[src/gsl_pkg.sv]
package gsl_pkg;

   // Fixed-point scaling of angles and of tick lengths.
   localparam int ANGLE_FRAC_BITS = 6;
   localparam int TIME_FRAC_BITS  = 10;

   // One full turn and one half turn in angle units.
   localparam int FULL_TURN = 360 << ANGLE_FRAC_BITS;
   localparam int HALF_TURN = 180 << ANGLE_FRAC_BITS;

   // Range of the biased difference used for the wrap reduction. The bias keeps the
   // value non-negative, so the reduction is a search over a few multiples of a turn.
   localparam int DIFF_MAX   = 65535 + HALF_TURN;
   localparam int BIAS_TURNS = (DIFF_MAX + FULL_TURN - 1) / FULL_TURN;
   localparam int WRAP_MAX   = DIFF_MAX + BIAS_TURNS * FULL_TURN;
   localparam int WRAP_TURNS = WRAP_MAX / FULL_TURN;
   localparam int WRAP_W     = $clog2(WRAP_MAX + 1) + 1;

   // Step limit: rate times elapsed time, scaled down by the time fraction.
   localparam int PROD_W = 32;
   localparam int STEP_W = PROD_W - TIME_FRAC_BITS;
   localparam int LIM_W  = STEP_W + 2;

   // Axis lanes.
   localparam int AXIS_YAW   = 0;
   localparam int AXIS_PITCH = 1;
   localparam int AXIS_ROLL  = 2;
   localparam int NUM_AXES   = 3;

   // Operation codes.
   localparam logic [1:0] OP_VIEW  = 2'd0;
   localparam logic [1:0] OP_ARTIC = 2'd1;
   localparam logic [1:0] OP_TICK  = 2'd2;

   // Configuration register indexes and reset values.
   localparam int CSR_INDEX_W = 3;
   localparam logic [CSR_INDEX_W-1:0] CSR_SLEW_RATE = 3'd0;
   localparam logic [CSR_INDEX_W-1:0] CSR_PITCH_MIN = 3'd1;
   localparam logic [CSR_INDEX_W-1:0] CSR_PITCH_MAX = 3'd2;
   localparam logic [CSR_INDEX_W-1:0] CSR_YAW_MIN   = 3'd3;
   localparam logic [CSR_INDEX_W-1:0] CSR_YAW_MAX   = 3'd4;

   localparam logic signed [15:0] PITCH_MIN_RESET = -16'sd5760;
   localparam logic signed [15:0] PITCH_MAX_RESET = 16'sd5760;
   localparam logic signed [15:0] YAW_MIN_RESET   = -16'sd11520;
   localparam logic signed [15:0] YAW_MAX_RESET   = 16'sd11520;

   typedef struct packed {
      logic [1:0]          opcode;
      logic                part_enable;
      logic [2:0]          angle_enable;
      logic signed [15:0]  yaw_in;
      logic signed [15:0]  pitch_in;
      logic signed [15:0]  roll_in;
      logic [15:0]         entity_in;
      logic [2:0]          offset_enable;
      logic signed [15:0]  x_offset_in;
      logic signed [15:0]  y_offset_in;
      logic signed [15:0]  z_offset_in;
      logic [15:0]         elapsed_time;
   } req_type;

   typedef struct packed {
      logic signed [15:0]  yaw_out;
      logic signed [15:0]  pitch_out;
      logic signed [15:0]  roll_out;
      logic [15:0]         view_entity;
      logic signed [15:0]  view_x_offset;
      logic signed [15:0]  view_y_offset;
      logic signed [15:0]  view_z_offset;
   } rsp_type;

   // Limit clamp: below the minimum gives the minimum, otherwise anything not below
   // the maximum gives the maximum. Inverted limits therefore give one of the two.
   function automatic logic signed [15:0] clamp_limit(input logic signed [15:0] x,
                                                      input logic signed [15:0] lo,
                                                      input logic signed [15:0] hi);
      logic signed [15:0] res;
      if (x < lo) begin
         res = lo;
      end else if (x < hi) begin
         res = x;
      end else begin
         res = hi;
      end
      return res;
   endfunction

endpackage

[src/gsl_slew_lane.sv]
module gsl_slew_lane (
   input  logic signed [15:0]              cur_angle,
   input  logic signed [15:0]              tgt_angle,
   input  logic [gsl_pkg::STEP_W-1:0]      max_step,
   input  logic                            snap,
   output logic signed [15:0]              new_angle
);

   localparam int WW = gsl_pkg::WRAP_W;
   localparam int LW = gsl_pkg::LIM_W;
   localparam logic signed [WW-1:0] WRAP_OFFSET =
      WW'(gsl_pkg::HALF_TURN + gsl_pkg::BIAS_TURNS * gsl_pkg::FULL_TURN);
   localparam logic signed [WW-1:0] HALF_S = WW'(gsl_pkg::HALF_TURN);

   logic signed [WW-1:0] tgt_ext;
   logic signed [WW-1:0] cur_ext;
   logic signed [WW-1:0] biased_s;
   logic [WW-1:0]        biased;
   logic [WW-1:0]        rem;
   logic signed [WW-1:0] wrapped;
   logic signed [LW-1:0] diff_ext;
   logic signed [LW-1:0] step_s;
   logic signed [LW-1:0] limited;
   logic signed [LW-1:0] sum;
   logic signed [15:0]   sat_angle;

   // Biased difference; the bias keeps it non-negative over the whole input range.
   assign tgt_ext  = {{(WW-16){tgt_angle[15]}}, tgt_angle};
   assign cur_ext  = {{(WW-16){cur_angle[15]}}, cur_angle};
   assign biased_s = tgt_ext - cur_ext + WRAP_OFFSET;
   assign biased   = unsigned'(biased_s);

   // Remainder modulo a full turn: take off the largest multiple that fits.
   always_comb begin
      rem = biased;
      for (int k = 1; k <= gsl_pkg::WRAP_TURNS; k++) begin
         if (biased >= WW'(k * gsl_pkg::FULL_TURN)) begin
            rem = biased - WW'(k * gsl_pkg::FULL_TURN);
         end
      end
   end

   // Shortest-path difference in the half-open range of minus to plus half a turn.
   assign wrapped  = signed'(rem) - HALF_S;
   assign diff_ext = {{(LW-WW){wrapped[WW-1]}}, wrapped};
   assign step_s   = signed'({2'b00, max_step});

   // Limit the step to the allowed slew in either direction.
   always_comb begin
      if (diff_ext > step_s) begin
         limited = step_s;
      end else if (diff_ext < -step_s) begin
         limited = -step_s;
      end else begin
         limited = diff_ext;
      end
   end

   // Apply the step and saturate at the field range.
   assign sum = {{(LW-16){cur_angle[15]}}, cur_angle} + limited;

   always_comb begin
      if (sum > LW'(32767)) begin
         sat_angle = 16'sh7FFF;
      end else if (sum < -(LW'(32768))) begin
         sat_angle = -16'sh8000;
      end else begin
         sat_angle = sum[15:0];
      end
   end

   // A zero slew rate snaps straight to the target.
   assign new_angle = snap ? tgt_angle : sat_angle;

endmodule

[src/gsl_out_queue.sv]
module gsl_out_queue #(
   parameter int DEPTH = 4
) (
   input  logic                        clock,
   input  logic                        reset,
   input  logic                        push_valid,
   input  gsl_pkg::rsp_type            push_data,
   output logic                        pop_valid,
   input  logic                        pop_ready,
   output gsl_pkg::rsp_type            pop_data,
   output logic [$clog2(DEPTH+1)-1:0]  count
);

   localparam int PTR_W = $clog2(DEPTH);
   localparam int CNT_W = $clog2(DEPTH + 1);

   gsl_pkg::rsp_type   mem_ff [DEPTH];
   logic [PTR_W-1:0]   head_ff, head_in;
   logic [PTR_W-1:0]   tail_ff, tail_in;
   logic [CNT_W-1:0]   count_ff, count_in;
   logic               pop;

   assign pop       = pop_valid && pop_ready;
   assign pop_valid = (count_ff != '0);
   assign pop_data  = mem_ff[head_ff];
   assign count     = count_ff;

   // Pointer and occupancy updates.
   always_comb begin
      head_in  = head_ff;
      tail_in  = tail_ff;
      count_in = count_ff;
      if (push_valid) begin
         tail_in = (tail_ff == PTR_W'(DEPTH - 1)) ? '0 : tail_ff + 1'b1;
      end
      if (pop) begin
         head_in = (head_ff == PTR_W'(DEPTH - 1)) ? '0 : head_ff + 1'b1;
      end
      if (push_valid && !pop) begin
         count_in = count_ff + 1'b1;
      end else if (pop && !push_valid) begin
         count_in = count_ff - 1'b1;
      end
   end

   always_ff @(posedge clock) begin
      if (reset) begin
         head_ff  <= '0;
         tail_ff  <= '0;
         count_ff <= '0;
      end else begin
         head_ff  <= head_in;
         tail_ff  <= tail_in;
         count_ff <= count_in;
      end
   end

   // Result storage.
   always_ff @(posedge clock) begin
      if (push_valid) begin
         mem_ff[tail_ff] <= push_data;
      end
   end

endmodule

[src/gimbal_slew_limiter.sv]
// Three-axis gimbal angle controller with slew limiting. Every accepted transaction
// gives exactly one result transaction carrying the angles, view entity and view
// offsets after that item. Items pass through two pipeline stages: the first forms
// the step limit (slew_rate times elapsed_time, one 16 x 16 multiplier), the second
// runs three axis lanes side by side (shortest wrapped path, step limit, saturation)
// and merges their outputs with the limit clamps into the stored state. One item is
// taken every cycle while req_ready is high; results wait in an output
// queue of QUEUE_DEPTH entries, and req_ready drops only when that queue plus the
// item in flight would fill it. Configuration writes take effect at the next edge
// and belong to idle periods.
module gimbal_slew_limiter #(
   parameter int QUEUE_DEPTH = 4
) (
   input  logic                                clock,
   input  logic                                reset,
   input  logic                                req_valid,
   output logic                                req_ready,
   input  gsl_pkg::req_type                    req_data,
   output logic                                rsp_valid,
   input  logic                                rsp_ready,
   output gsl_pkg::rsp_type                    rsp_data,
   input  logic                                csr_we,
   input  logic [gsl_pkg::CSR_INDEX_W-1:0]     csr_index,
   input  logic [15:0]                         csr_wdata
);

   localparam int CNT_W = $clog2(QUEUE_DEPTH + 1);

   // Configuration registers.
   logic [15:0]         slew_rate_ff;
   logic signed [15:0]  pitch_min_ff;
   logic signed [15:0]  pitch_max_ff;
   logic signed [15:0]  yaw_min_ff;
   logic signed [15:0]  yaw_max_ff;

   // First stage.
   logic                           a_valid_ff, a_valid_in;
   gsl_pkg::req_type               a_item_ff;
   logic [gsl_pkg::STEP_W-1:0]     a_step_ff;
   logic [gsl_pkg::PROD_W-1:0]     product;

   // Gimbal state.
   logic signed [15:0]  cur_ff [gsl_pkg::NUM_AXES];
   logic signed [15:0]  cur_in [gsl_pkg::NUM_AXES];
   logic [15:0]         entity_ff, entity_in;
   logic signed [15:0]  offset_ff [gsl_pkg::NUM_AXES];
   logic signed [15:0]  offset_in [gsl_pkg::NUM_AXES];
   logic                pend_valid_ff, pend_valid_in;
   logic [2:0]          pend_mask_ff, pend_mask_in;
   logic signed [15:0]  pend_ff [gsl_pkg::NUM_AXES];
   logic signed [15:0]  pend_in [gsl_pkg::NUM_AXES];

   // Lane signals.
   logic signed [15:0]  lane_tgt [gsl_pkg::NUM_AXES];
   logic signed [15:0]  lane_out [gsl_pkg::NUM_AXES];
   logic signed [15:0]  item_angle [gsl_pkg::NUM_AXES];
   logic signed [15:0]  item_offset [gsl_pkg::NUM_AXES];

   gsl_pkg::rsp_type    result;
   logic [CNT_W-1:0]    q_count;
   logic [CNT_W:0]      occupancy;
   logic                req_fire;

   // Configuration write port.
   always_ff @(posedge clock) begin
      if (reset) begin
         slew_rate_ff <= '0;
         pitch_min_ff <= gsl_pkg::PITCH_MIN_RESET;
         pitch_max_ff <= gsl_pkg::PITCH_MAX_RESET;
         yaw_min_ff   <= gsl_pkg::YAW_MIN_RESET;
         yaw_max_ff   <= gsl_pkg::YAW_MAX_RESET;
      end else if (csr_we) begin
         unique case (csr_index)
            gsl_pkg::CSR_SLEW_RATE: slew_rate_ff <= csr_wdata;
            gsl_pkg::CSR_PITCH_MIN: pitch_min_ff <= signed'(csr_wdata);
            gsl_pkg::CSR_PITCH_MAX: pitch_max_ff <= signed'(csr_wdata);
            gsl_pkg::CSR_YAW_MIN:   yaw_min_ff   <= signed'(csr_wdata);
            gsl_pkg::CSR_YAW_MAX:   yaw_max_ff   <= signed'(csr_wdata);
            default: begin
            end
         endcase
      end
   end

   // Accept while the queue has room for this item and the one in flight.
   assign occupancy = {1'b0, q_count} + {{CNT_W{1'b0}}, a_valid_ff};
   assign req_ready = (occupancy < (CNT_W + 1)'(QUEUE_DEPTH));
   assign req_fire  = req_valid && req_ready;

   // First stage: capture the item and form the step limit.
   assign product    = gsl_pkg::PROD_W'(req_data.elapsed_time) *
                       gsl_pkg::PROD_W'(slew_rate_ff);
   assign a_valid_in = req_fire;

   always_ff @(posedge clock) begin
      if (reset) begin
         a_valid_ff <= 1'b0;
      end else begin
         a_valid_ff <= a_valid_in;
      end
   end

   always_ff @(posedge clock) begin
      if (req_fire) begin
         a_item_ff <= req_data;
         a_step_ff <= product[gsl_pkg::PROD_W-1:gsl_pkg::TIME_FRAC_BITS];
      end
   end

   // Item fields by axis.
   assign item_angle[gsl_pkg::AXIS_YAW]   = a_item_ff.yaw_in;
   assign item_angle[gsl_pkg::AXIS_PITCH] = a_item_ff.pitch_in;
   assign item_angle[gsl_pkg::AXIS_ROLL]  = a_item_ff.roll_in;
   assign item_offset[0] = a_item_ff.x_offset_in;
   assign item_offset[1] = a_item_ff.y_offset_in;
   assign item_offset[2] = a_item_ff.z_offset_in;

   // Axis lanes: an axis without a pending target aims at its current angle.
   for (genvar g = 0; g < gsl_pkg::NUM_AXES; g++) begin : g_lane
      assign lane_tgt[g] = pend_mask_ff[g] ? pend_ff[g] : cur_ff[g];

      gsl_slew_lane u_lane (
         .cur_angle (cur_ff[g]),
         .tgt_angle (lane_tgt[g]),
         .max_step  (a_step_ff),
         .snap      (slew_rate_ff == '0),
         .new_angle (lane_out[g])
      );
   end

   // Second stage: merge the lanes into the next state.
   always_comb begin
      cur_in        = cur_ff;
      entity_in     = entity_ff;
      offset_in     = offset_ff;
      pend_valid_in = pend_valid_ff;
      pend_mask_in  = pend_mask_ff;
      pend_in       = pend_ff;
      unique case (a_item_ff.opcode)
         gsl_pkg::OP_VIEW: begin
            for (int i = 0; i < gsl_pkg::NUM_AXES; i++) begin
               if (a_item_ff.angle_enable[i]) begin
                  cur_in[i] = item_angle[i];
               end
            end
            cur_in[gsl_pkg::AXIS_PITCH] = gsl_pkg::clamp_limit(
               cur_in[gsl_pkg::AXIS_PITCH], pitch_min_ff, pitch_max_ff);
            cur_in[gsl_pkg::AXIS_YAW] = gsl_pkg::clamp_limit(
               cur_in[gsl_pkg::AXIS_YAW], yaw_min_ff, yaw_max_ff);
            entity_in = a_item_ff.entity_in;
            for (int i = 0; i < gsl_pkg::NUM_AXES; i++) begin
               if (a_item_ff.entity_in == '0) begin
                  offset_in[i] = '0;
               end else if (a_item_ff.offset_enable[i]) begin
                  offset_in[i] = item_offset[i];
               end
            end
         end
         gsl_pkg::OP_ARTIC: begin
            if (a_item_ff.part_enable) begin
               pend_valid_in = 1'b1;
               pend_mask_in  = pend_mask_ff | a_item_ff.angle_enable;
               for (int i = 0; i < gsl_pkg::NUM_AXES; i++) begin
                  if (a_item_ff.angle_enable[i]) begin
                     pend_in[i] = item_angle[i];
                  end
               end
            end
         end
         gsl_pkg::OP_TICK: begin
            if (pend_valid_ff) begin
               cur_in[gsl_pkg::AXIS_ROLL]  = lane_out[gsl_pkg::AXIS_ROLL];
               cur_in[gsl_pkg::AXIS_PITCH] = gsl_pkg::clamp_limit(
                  lane_out[gsl_pkg::AXIS_PITCH], pitch_min_ff, pitch_max_ff);
               cur_in[gsl_pkg::AXIS_YAW] = gsl_pkg::clamp_limit(
                  lane_out[gsl_pkg::AXIS_YAW], yaw_min_ff, yaw_max_ff);
               pend_valid_in = 1'b0;
               pend_mask_in  = '0;
               for (int i = 0; i < gsl_pkg::NUM_AXES; i++) begin
                  pend_in[i] = '0;
               end
            end
         end
         default: begin
         end
      endcase
   end

   // State registers advance once per item.
   always_ff @(posedge clock) begin
      if (reset) begin
         entity_ff     <= '0;
         pend_valid_ff <= 1'b0;
         pend_mask_ff  <= '0;
         for (int i = 0; i < gsl_pkg::NUM_AXES; i++) begin
            cur_ff[i]    <= '0;
            offset_ff[i] <= '0;
            pend_ff[i]   <= '0;
         end
      end else if (a_valid_ff) begin
         entity_ff     <= entity_in;
         pend_valid_ff <= pend_valid_in;
         pend_mask_ff  <= pend_mask_in;
         cur_ff        <= cur_in;
         offset_ff     <= offset_in;
         pend_ff       <= pend_in;
      end
   end

   // Result of the item: the state after it.
   assign result.yaw_out       = cur_in[gsl_pkg::AXIS_YAW];
   assign result.pitch_out     = cur_in[gsl_pkg::AXIS_PITCH];
   assign result.roll_out      = cur_in[gsl_pkg::AXIS_ROLL];
   assign result.view_entity   = entity_in;
   assign result.view_x_offset = offset_in[0];
   assign result.view_y_offset = offset_in[1];
   assign result.view_z_offset = offset_in[2];

   gsl_out_queue #(
      .DEPTH (QUEUE_DEPTH)
   ) u_out_queue (
      .clock      (clock),
      .reset      (reset),
      .push_valid (a_valid_ff),
      .push_data  (result),
      .pop_valid  (rsp_valid),
      .pop_ready  (rsp_ready),
      .pop_data   (rsp_data),
      .count      (q_count)
   );

`ifndef SYNTHESIS
   // An item reaching the merge stage always finds room in the queue.
   a_queue_room: assert property (@(posedge clock) disable iff (reset)
      a_valid_ff |-> (q_count < CNT_W'(QUEUE_DEPTH)))
      else $error("output queue overflow");

   // A tick clears any pending target.
   a_tick_clears: assert property (@(posedge clock) disable iff (reset)
      (a_valid_ff && (a_item_ff.opcode == gsl_pkg::OP_TICK)) |=>
      (!pend_valid_ff && (pend_mask_ff == '0)))
      else $error("pending target survived a tick");

   // After a view item, pitch lies within ordered limits.
   a_view_clamp: assert property (@(posedge clock) disable iff (reset)
      (a_valid_ff && (a_item_ff.opcode == gsl_pkg::OP_VIEW) &&
       (pitch_min_ff <= pitch_max_ff)) |=>
      ((cur_ff[gsl_pkg::AXIS_PITCH] >= $past(pitch_min_ff)) &&
       (cur_ff[gsl_pkg::AXIS_PITCH] <= $past(pitch_max_ff))))
      else $error("pitch outside its limits after a view item");

   // A view with entity zero leaves all offsets cleared.
   a_view_off: assert property (@(posedge clock) disable iff (reset)
      (a_valid_ff && (a_item_ff.opcode == gsl_pkg::OP_VIEW) &&
       (a_item_ff.entity_in == '0)) |=>
      ((entity_ff == '0) && (offset_ff[0] == '0) && (offset_ff[1] == '0) &&
       (offset_ff[2] == '0)))
      else $error("view offsets kept after the view was cleared");
`endif

endmodule
[config.mk]
export PLATFORM = sky130hd
export DESIGN_NAME = gimbal_slew_limiter
export DESIGN_NICKNAME = d
export VERILOG_FILES = /design/src/gsl_pkg.sv /design/src/gsl_slew_lane.sv /design/src/gsl_out_queue.sv /design/src/gimbal_slew_limiter.sv
export SDC_FILE = /design/constraint.sdc
export NUM_CORES = 2
export LEC_CHECK = 0
export ABC_CLOCK_PERIOD_IN_PS = 38500
export BUFFER_PORTS_ARGS = -buffer_cell sky130_fd_sc_hd__buf_2
export CAP_MARGIN = 30
export CORE_MARGIN = 2
export CORE_UTILIZATION = 38
export CTS_CLUSTER_SIZE = 20
export DETAILED_ROUTE_END_ITERATION = 10
export PLACE_DENSITY = 0.56
export SYNTH_ARGS = -nofsm -noshare
export SYNTH_HDL_FRONTEND = slang
export SYNTH_SLANG_ARGS = --single-unit
[constraint.sdc]
create_clock -name clock -period 38.5 [get_ports clock]
set_input_delay 7.7 -clock clock [delete_from_list [all_inputs] [get_ports clock]]
set_output_delay 7.7 -clock clock [all_outputs]
set_load 0.005 [all_outputs]
After elaboration in Yosys (flattened, before gate mapping)
Memory sizes are Yosys's and may differ from the RTL's. A register that Yosys moved wholly into a read port is not among the register bits.
Index checks and enable logic that the tools add are counted.
{"block": "word_totals", "rom_bits": 0, "latchBits": 0, "register_bits": 395, "mem_count": 1, "output_inout_bits": 114, "wordCells": 234, "in_bits": 161, "ram_bits": 448}
{"block": "classes", "reduce_logical": 23, "eq_ne": 13, "bitwise_logic": 1, "shift": 0, "add_sub_neg": 39, "div_mod_pow": 0, "order_cmp": 42, "multipliers": 1, "muxes": 81}
{"memory": "u_out_queue.mem_ff", "depth": 4, "width": 112, "read_ports": 1, "rd_ports_with_merged_regs": 1, "wr": 1, "line": "gsl_out_queue.sv:17", "rtl": "gsl_pkg::rsp_type mem_ff [DEPTH];"}
{"op": "$mux W16", "count": 35}
{"op": "$mux W19", "count": 21}
{"op": "$mux W48", "count": 4}
{"op": "$pmux W48 S2", "count": 2}
{"op": "$ge A19 B17 Y1 const B", "count": 9}
{"op": "$sub A19 B17 Y19 const B", "count": 9}
{"op": "$mux W24", "count": 6}
{"op": "$lt A16 B16 Y1", "count": 8}
{"op": "$ge A19 B18 Y1 const B", "count": 6}
{"op": "$sub A19 B15 Y19 const B", "count": 6}
{"op": "$sub A19 B18 Y19 const B", "count": 6}
{"op": "$add A24 B24 Y24", "count": 3}
{"op": "$gt A24 B16 Y1 const B", "count": 3}
{"op": "$lt A19 B24 Y1", "count": 3}
{"op": "$lt A24 B16 Y1 const B", "count": 3}
{"op": "$gt A19 B23 Y1", "count": 3}
{"op": "$add A19 B18 Y19 const B", "count": 3}
{"op": "$ge A19 B15 Y1 const B", "count": 3}
{"op": "$ge A19 B16 Y1 const B", "count": 3}
{"op": "$sub A19 B16 Y19 const B", "count": 3}
{"op": "$sub A16 B16 Y17", "count": 3}
{"op": "$logic_not A16 Y1", "count": 2}
{"op": "$mul A16 B16 Y32", "count": 1}
{"op": "$neg A22 Y24", "count": 1}
{"op": "27 further kinds", "count": 54}

Longest topological paths before layout
{"block": "depth", "ltp_word": 25, "mapped_depth": 83, "ltp_nobuf": 77}

By module
From an unflattened synthesis, not the netlist that was laid out.
{"block": "unflattened", "hier_cells": 6414, "area_unflattened_um2": 64250.4}
{"module": "gimbal_slew_limiter", "area_each_um2": 27761.6, "n_inst": 1, "seq_area_each_um2": 9198.8, "cells_each": 2930}
{"module": "gsl_out_queue", "area_each_um2": 16684.8, "n_inst": 1, "seq_area_each_um2": 13633.1, "cells_each": 629}
{"module": "gsl_slew_lane (g_lane[1].u_lane)", "area_each_um2": 6757.7, "n_inst": 1, "seq_area_each_um2": 0.0, "cells_each": 963}
{"module": "gsl_slew_lane (g_lane[2].u_lane)", "area_each_um2": 6640.1, "n_inst": 1, "seq_area_each_um2": 0.0, "cells_each": 958}
{"module": "gsl_slew_lane (g_lane[0].u_lane)", "area_each_um2": 6406.1, "n_inst": 1, "seq_area_each_um2": 0.0, "cells_each": 934}

Least setup slack after synthesis
OpenSTA, ideal clock, no wires.
{"block": "synth_path", "path_kind": "register to register", "start": "register pend_mask_ff[0]", "end": "memory u_out_queue.mem_ff[0][100] (netlist bit), data pin", "t_required_ns": 38.220, "arrival_ns": 15.157, "path_slack_ns": 23.062, "synth_period_minus_slack_ns": 15.438, "n_path_buf": 6, "setup_time_ns": 0.280, "path_stages_with_launch": 80, "path_cell_list": "dfxtp_1 > clkbuf_1 > mux2i_1 > inv_1 > ha_1 > nor2b_1 > o2111ai_1 > and3_1 > nor2_1 > nor2_1 > xor2_1 > inv_1 > ha_1 > inv_1 > o21a_1 > nor2_1 > xnor2_2 > inv_2 > (+44 left out) > clkbuf_1 > a21oi_1 > nor2_1 > ha_1 > a21oi_1 > nor2b_1 > o21ai_0 > nand2b_1 > a21oi_1 > nor2b_1 > o21ai_0 > nand4_1 > or3b_2 > a31oi_1 > buf_2 > nor3_1 > o31ai_1 > o21bai_1"}
{"element": "start: declaration", "line": "gimbal_slew_limiter.sv:49", "rtl": "logic [2:0] pend_mask_ff, pend_mask_in;"}
{"element": "start signal: assignment", "line": "gimbal_slew_limiter.sv:203", "rtl": "pend_mask_ff <= pend_mask_in;"}
{"element": "end: declaration", "line": "gsl_out_queue.sv:17"}

==> results.md <==
- Fin. Hold Viols: 0
- RSZ-0062 raised after global routing: false
- Clock Path Buffers: 3
- Main synth FF type: edfxtp_1
- GP Congestion: 1.00
- Clk_lat worst skew: 0.73 ns
- # Post-CTS Setup Buffers: 0
- Hold Startpoint: pend_ff[15]
- Mapped Cells: 6475
- Iter 0 DRT Violations: 5241
- TritonCTS clock tree: yes
- Die Width: 410 um
- Initial core utilization: 38.3%
- Slew margin rel.: 28.9%
- Hold Buf Count CTS: 0
- Reg-to-Reg End: cur_ff[24]
- Dpl hpwl: 163000 um
- CP dominant cell by count: a21oi_1
- Worst Hold Depth: 2
- Final ANT Viol Nets: 0
- Gr usage total: 25.4%
- # IOs: 275
- Outcome: completed
- Grt ovf: 0
- Max frequency: 54.2 MHz
- Hold_ws: 0.455 ns
- Worst setup SP type: register
- Chip Height: 410 um
- CP bufs+invs: 6
- Post-DR wirelength/cell: 24.4 um
- Post-CTS Resized: 0
- Tmin final: 18.45 ns
- Register area: 22800 um^2
- Syn Area/Cell: 9.65 um^2
- Register bit count reported by yosys: 845
- Vias in the first global route: 50500
- Post-synth ARST share: 0%
- Worst min path class: register to register
- Cell family with most CP delay: compound AO/OA/AOI/OAI gates
- Drt via density: 5.86
- Final Skew: 0.0438 ns
- Crit-path max cell delay: 1.01 ns
- H-tree levels: 3
- Drt drc: 0
- Period utilisation layout: 47.9%
- Mapped Nets: 7373
- Initial antenna violation count: 15
- Final setup viols: 0
- Site row count: 148
- Fill count: 15900
- CORE AREA: 163000 um^2
- Least-Margin Pin Slew: 1.04 ns
- Req. time, crit path: 39.10 ns
- EDFF count, synth: 591
- Post-synthesis sequential area ratio: 36.5%
- # nets final: 7530
- Reg-to-Reg Start: pend_mask_ff[1]
- Largest net degree at the start of global routing: 86
- Routed vias: 52100
- DRT Pass-1 Iters: 6
- Clk root buf: clkbuf_16
- Clk sinks: 845
- Die Footprint: 168000 um^2
- Crit path max fanout: 48
- Multi-input gate area: 36900 um^2
- Hold endpoint: pend_ff[15]
- CTS Buf Count: 91
- Crit path DAT: 19.05 ns
- Fin. max-slew vios: 0
- Synth warnings: 0
- Layout cells sized above 1: 11.3%
- Flop2flop setup slack: 20.05 ns
- Slowest stage cell on the critical path: dfxtp_1
- Clk pin slew, worst setup/hold paths: 0.06 ns
- R2R cell count: 78
- Post-synthesis cell type count: 110
- First-pass GRT wire length: 326000 um
- Synthesis-to-finish area growth: 11.0%
- Max-Cap Viols: 0
- Worst setup EP type: register
- Synth Cell Area: 62500 um^2
- # port buffers: 274
- Total routed wirelength: 217000 um
- Worst setup path class: register to register
- TNS Setup: 0 ns
worst max path at each step:
stage	startpoint	to	slack (ns)	cells past startpoint
floorplan	pend_mask_ff[0]	u_out_queue.mem_ff[0][100]	23.06	79
global placement	pend_mask_ff[1]	cur_ff[24]	20.65	77
detailed placement	pend_mask_ff[1]	cur_ff[24]	20.56	78
CTS	pend_mask_ff[1]	cur_ff[24]	20.44	78
global route	pend_mask_ff[1]	cur_ff[25]	18.25	79
finish	pend_mask_ff[1]	cur_ff[24]	20.05	78
worst reg2reg max path: cells and delay by family, from the launching register on:
| kind | cells | cell delay, ns |
|---|---|---|
| adders and majority gates | 8 | 2.71 |
| DFF | 1 | 1.01 |
| and+or+nand+nor | 23 | 3.98 |
| xor gates and xnor gates | 2 | 0.35 |
| muxes | 3 | 0.92 |
| AOI/OAI and AO/OA | 36 | 7.71 |
| buffers and inverters | 6 | 1.72 |
cell usage in the layout, fill, tap and decap left out, types with 32 or more instances in the layout:
cell type | netlist | routed
mux2i_1 | 123 | 121
nor2_1 | 439 | 433
clkbuf_16 | 0 | 93
or3_1 | 34 | 34
nand3_1 | 143 | 143
nor4_1 | 46 | 46
and3_1 | 33 | 33
o211ai_1 | 70 | 70
a22o_1 | 47 | 47
nor2b_1 | 79 | 79
o31ai_1 | 39 | 38
and2_1 | 124 | 118
nand4_1 | 63 | 63
inv_1 | 442 | 441
a21oi_1 | 489 | 488
dfxtp_1 | 254 | 251
a21o_1 | 101 | 101
a211oi_1 | 44 | 44
nand2b_1 | 69 | 68
o21a_1 | 57 | 57
a31oi_1 | 47 | 47
nand2_1 | 750 | 750
fa_1 | 200 | 200
o21ai_0 | 321 | 320
ha_1 | 537 | 537
xnor2_1 | 130 | 130
buf_4 | 2 | 94
buf_2 | 16 | 276
mux4_2 | 112 | 112
a221o_1 | 34 | 34
edfxtp_1 | 591 | 591
xor2_1 | 54 | 54
o21bai_1 | 32 | 32
nor3_1 | 192 | 191
layer usage:
metal	up-vias	share of wire, %	track usage [%]
li1	24000	-	-
met1	25700	43	34.0
met2	2111	46	41.0
met3	386	7.4	4.42
met4	14	3.8	9.09
met5	-	0.042	0
synthesized netlist by cell type (all sizes together) (28+ instances only):
cell    instances  area share (%)
nor3          197             1.6
o31ai          42            0.54
a211oi         47            0.59
nand3         143             1.1
nand2b         69            0.69
clkbuf        272             1.6
o21a           57            0.68
o211ai         71            0.86
dfxtp         254             8.1
or3            34            0.34
inv           445             2.7
o21ai         344             2.8
and3           33            0.33
and2          126             1.3
a31oi          47            0.47
ha            537              11
fa            200             6.4
edfxtp        591              28
nand2         750             4.5
o21bai         34            0.42
buf            43            0.31
xnor2         132             1.9
a221o          34            0.54
a21o          101             1.2
a21oi         494             4.0
o221ai         28            0.40
nand4          63            0.63
xor2           54            0.76
nor2b          79            0.79
nor2          439             2.6
a22o           47            0.66
nor4           47            0.48
mux2i         123             2.0
mux4          112             4.0
cell families after synthesis:
logic type,synth area share [%]
xor+xnor,2.67
mux,6.44
simple gates,15.4
fa+ha+maj,17.2
compound gates,17.2
buf+inv,4.64
flops,36.5
sequential cells by signal, summed over array words and instances (netlist names), 3 cells and up, named ones only:
signal / cells
cur_ff: 48
a_step_ff: 22
entity_ff: 16
pend_mask_ff: 3
a_item_ff: 121
yaw_min_ff: 16
pitch_min_ff: 16
slew_rate_ff: 16
pend_ff: 48
offset_ff: 48
yaw_max_ff: 16
pitch_max_ff: 16
u_out_queue.mem_ff: 448
u_out_queue.count: 3
area by class of cell:
cell class | count | share of cell area, %
antenna | 9 | 0.0324
clock buffer | 124 | 3.65
clock inverter | 46 | 0.676
inverter | 448 | 2.43
multi-input combinational | 4867 | 53.1
sequential | 845 | 32.9
tap | 2175 | 3.92
timing repair buffer | 379 | 3.26
stage by stage:
step,worst slack [ns],area [um^2],utilization (%),std cells
finish,20.05,69400,42.5,8893
global route,18.25,69400,42.5,8885
CTS,20.44,69300,42.5,8881
detailed placement,20.56,66300,40.7,8711
global placement,20.65,66200,40.6,8700
floorplan,23.06,62500,-,6475
Power is left out: the tool's default activity adds up to more than one toggle a clock period on the data nets, which glitch-free logic cannot reach.
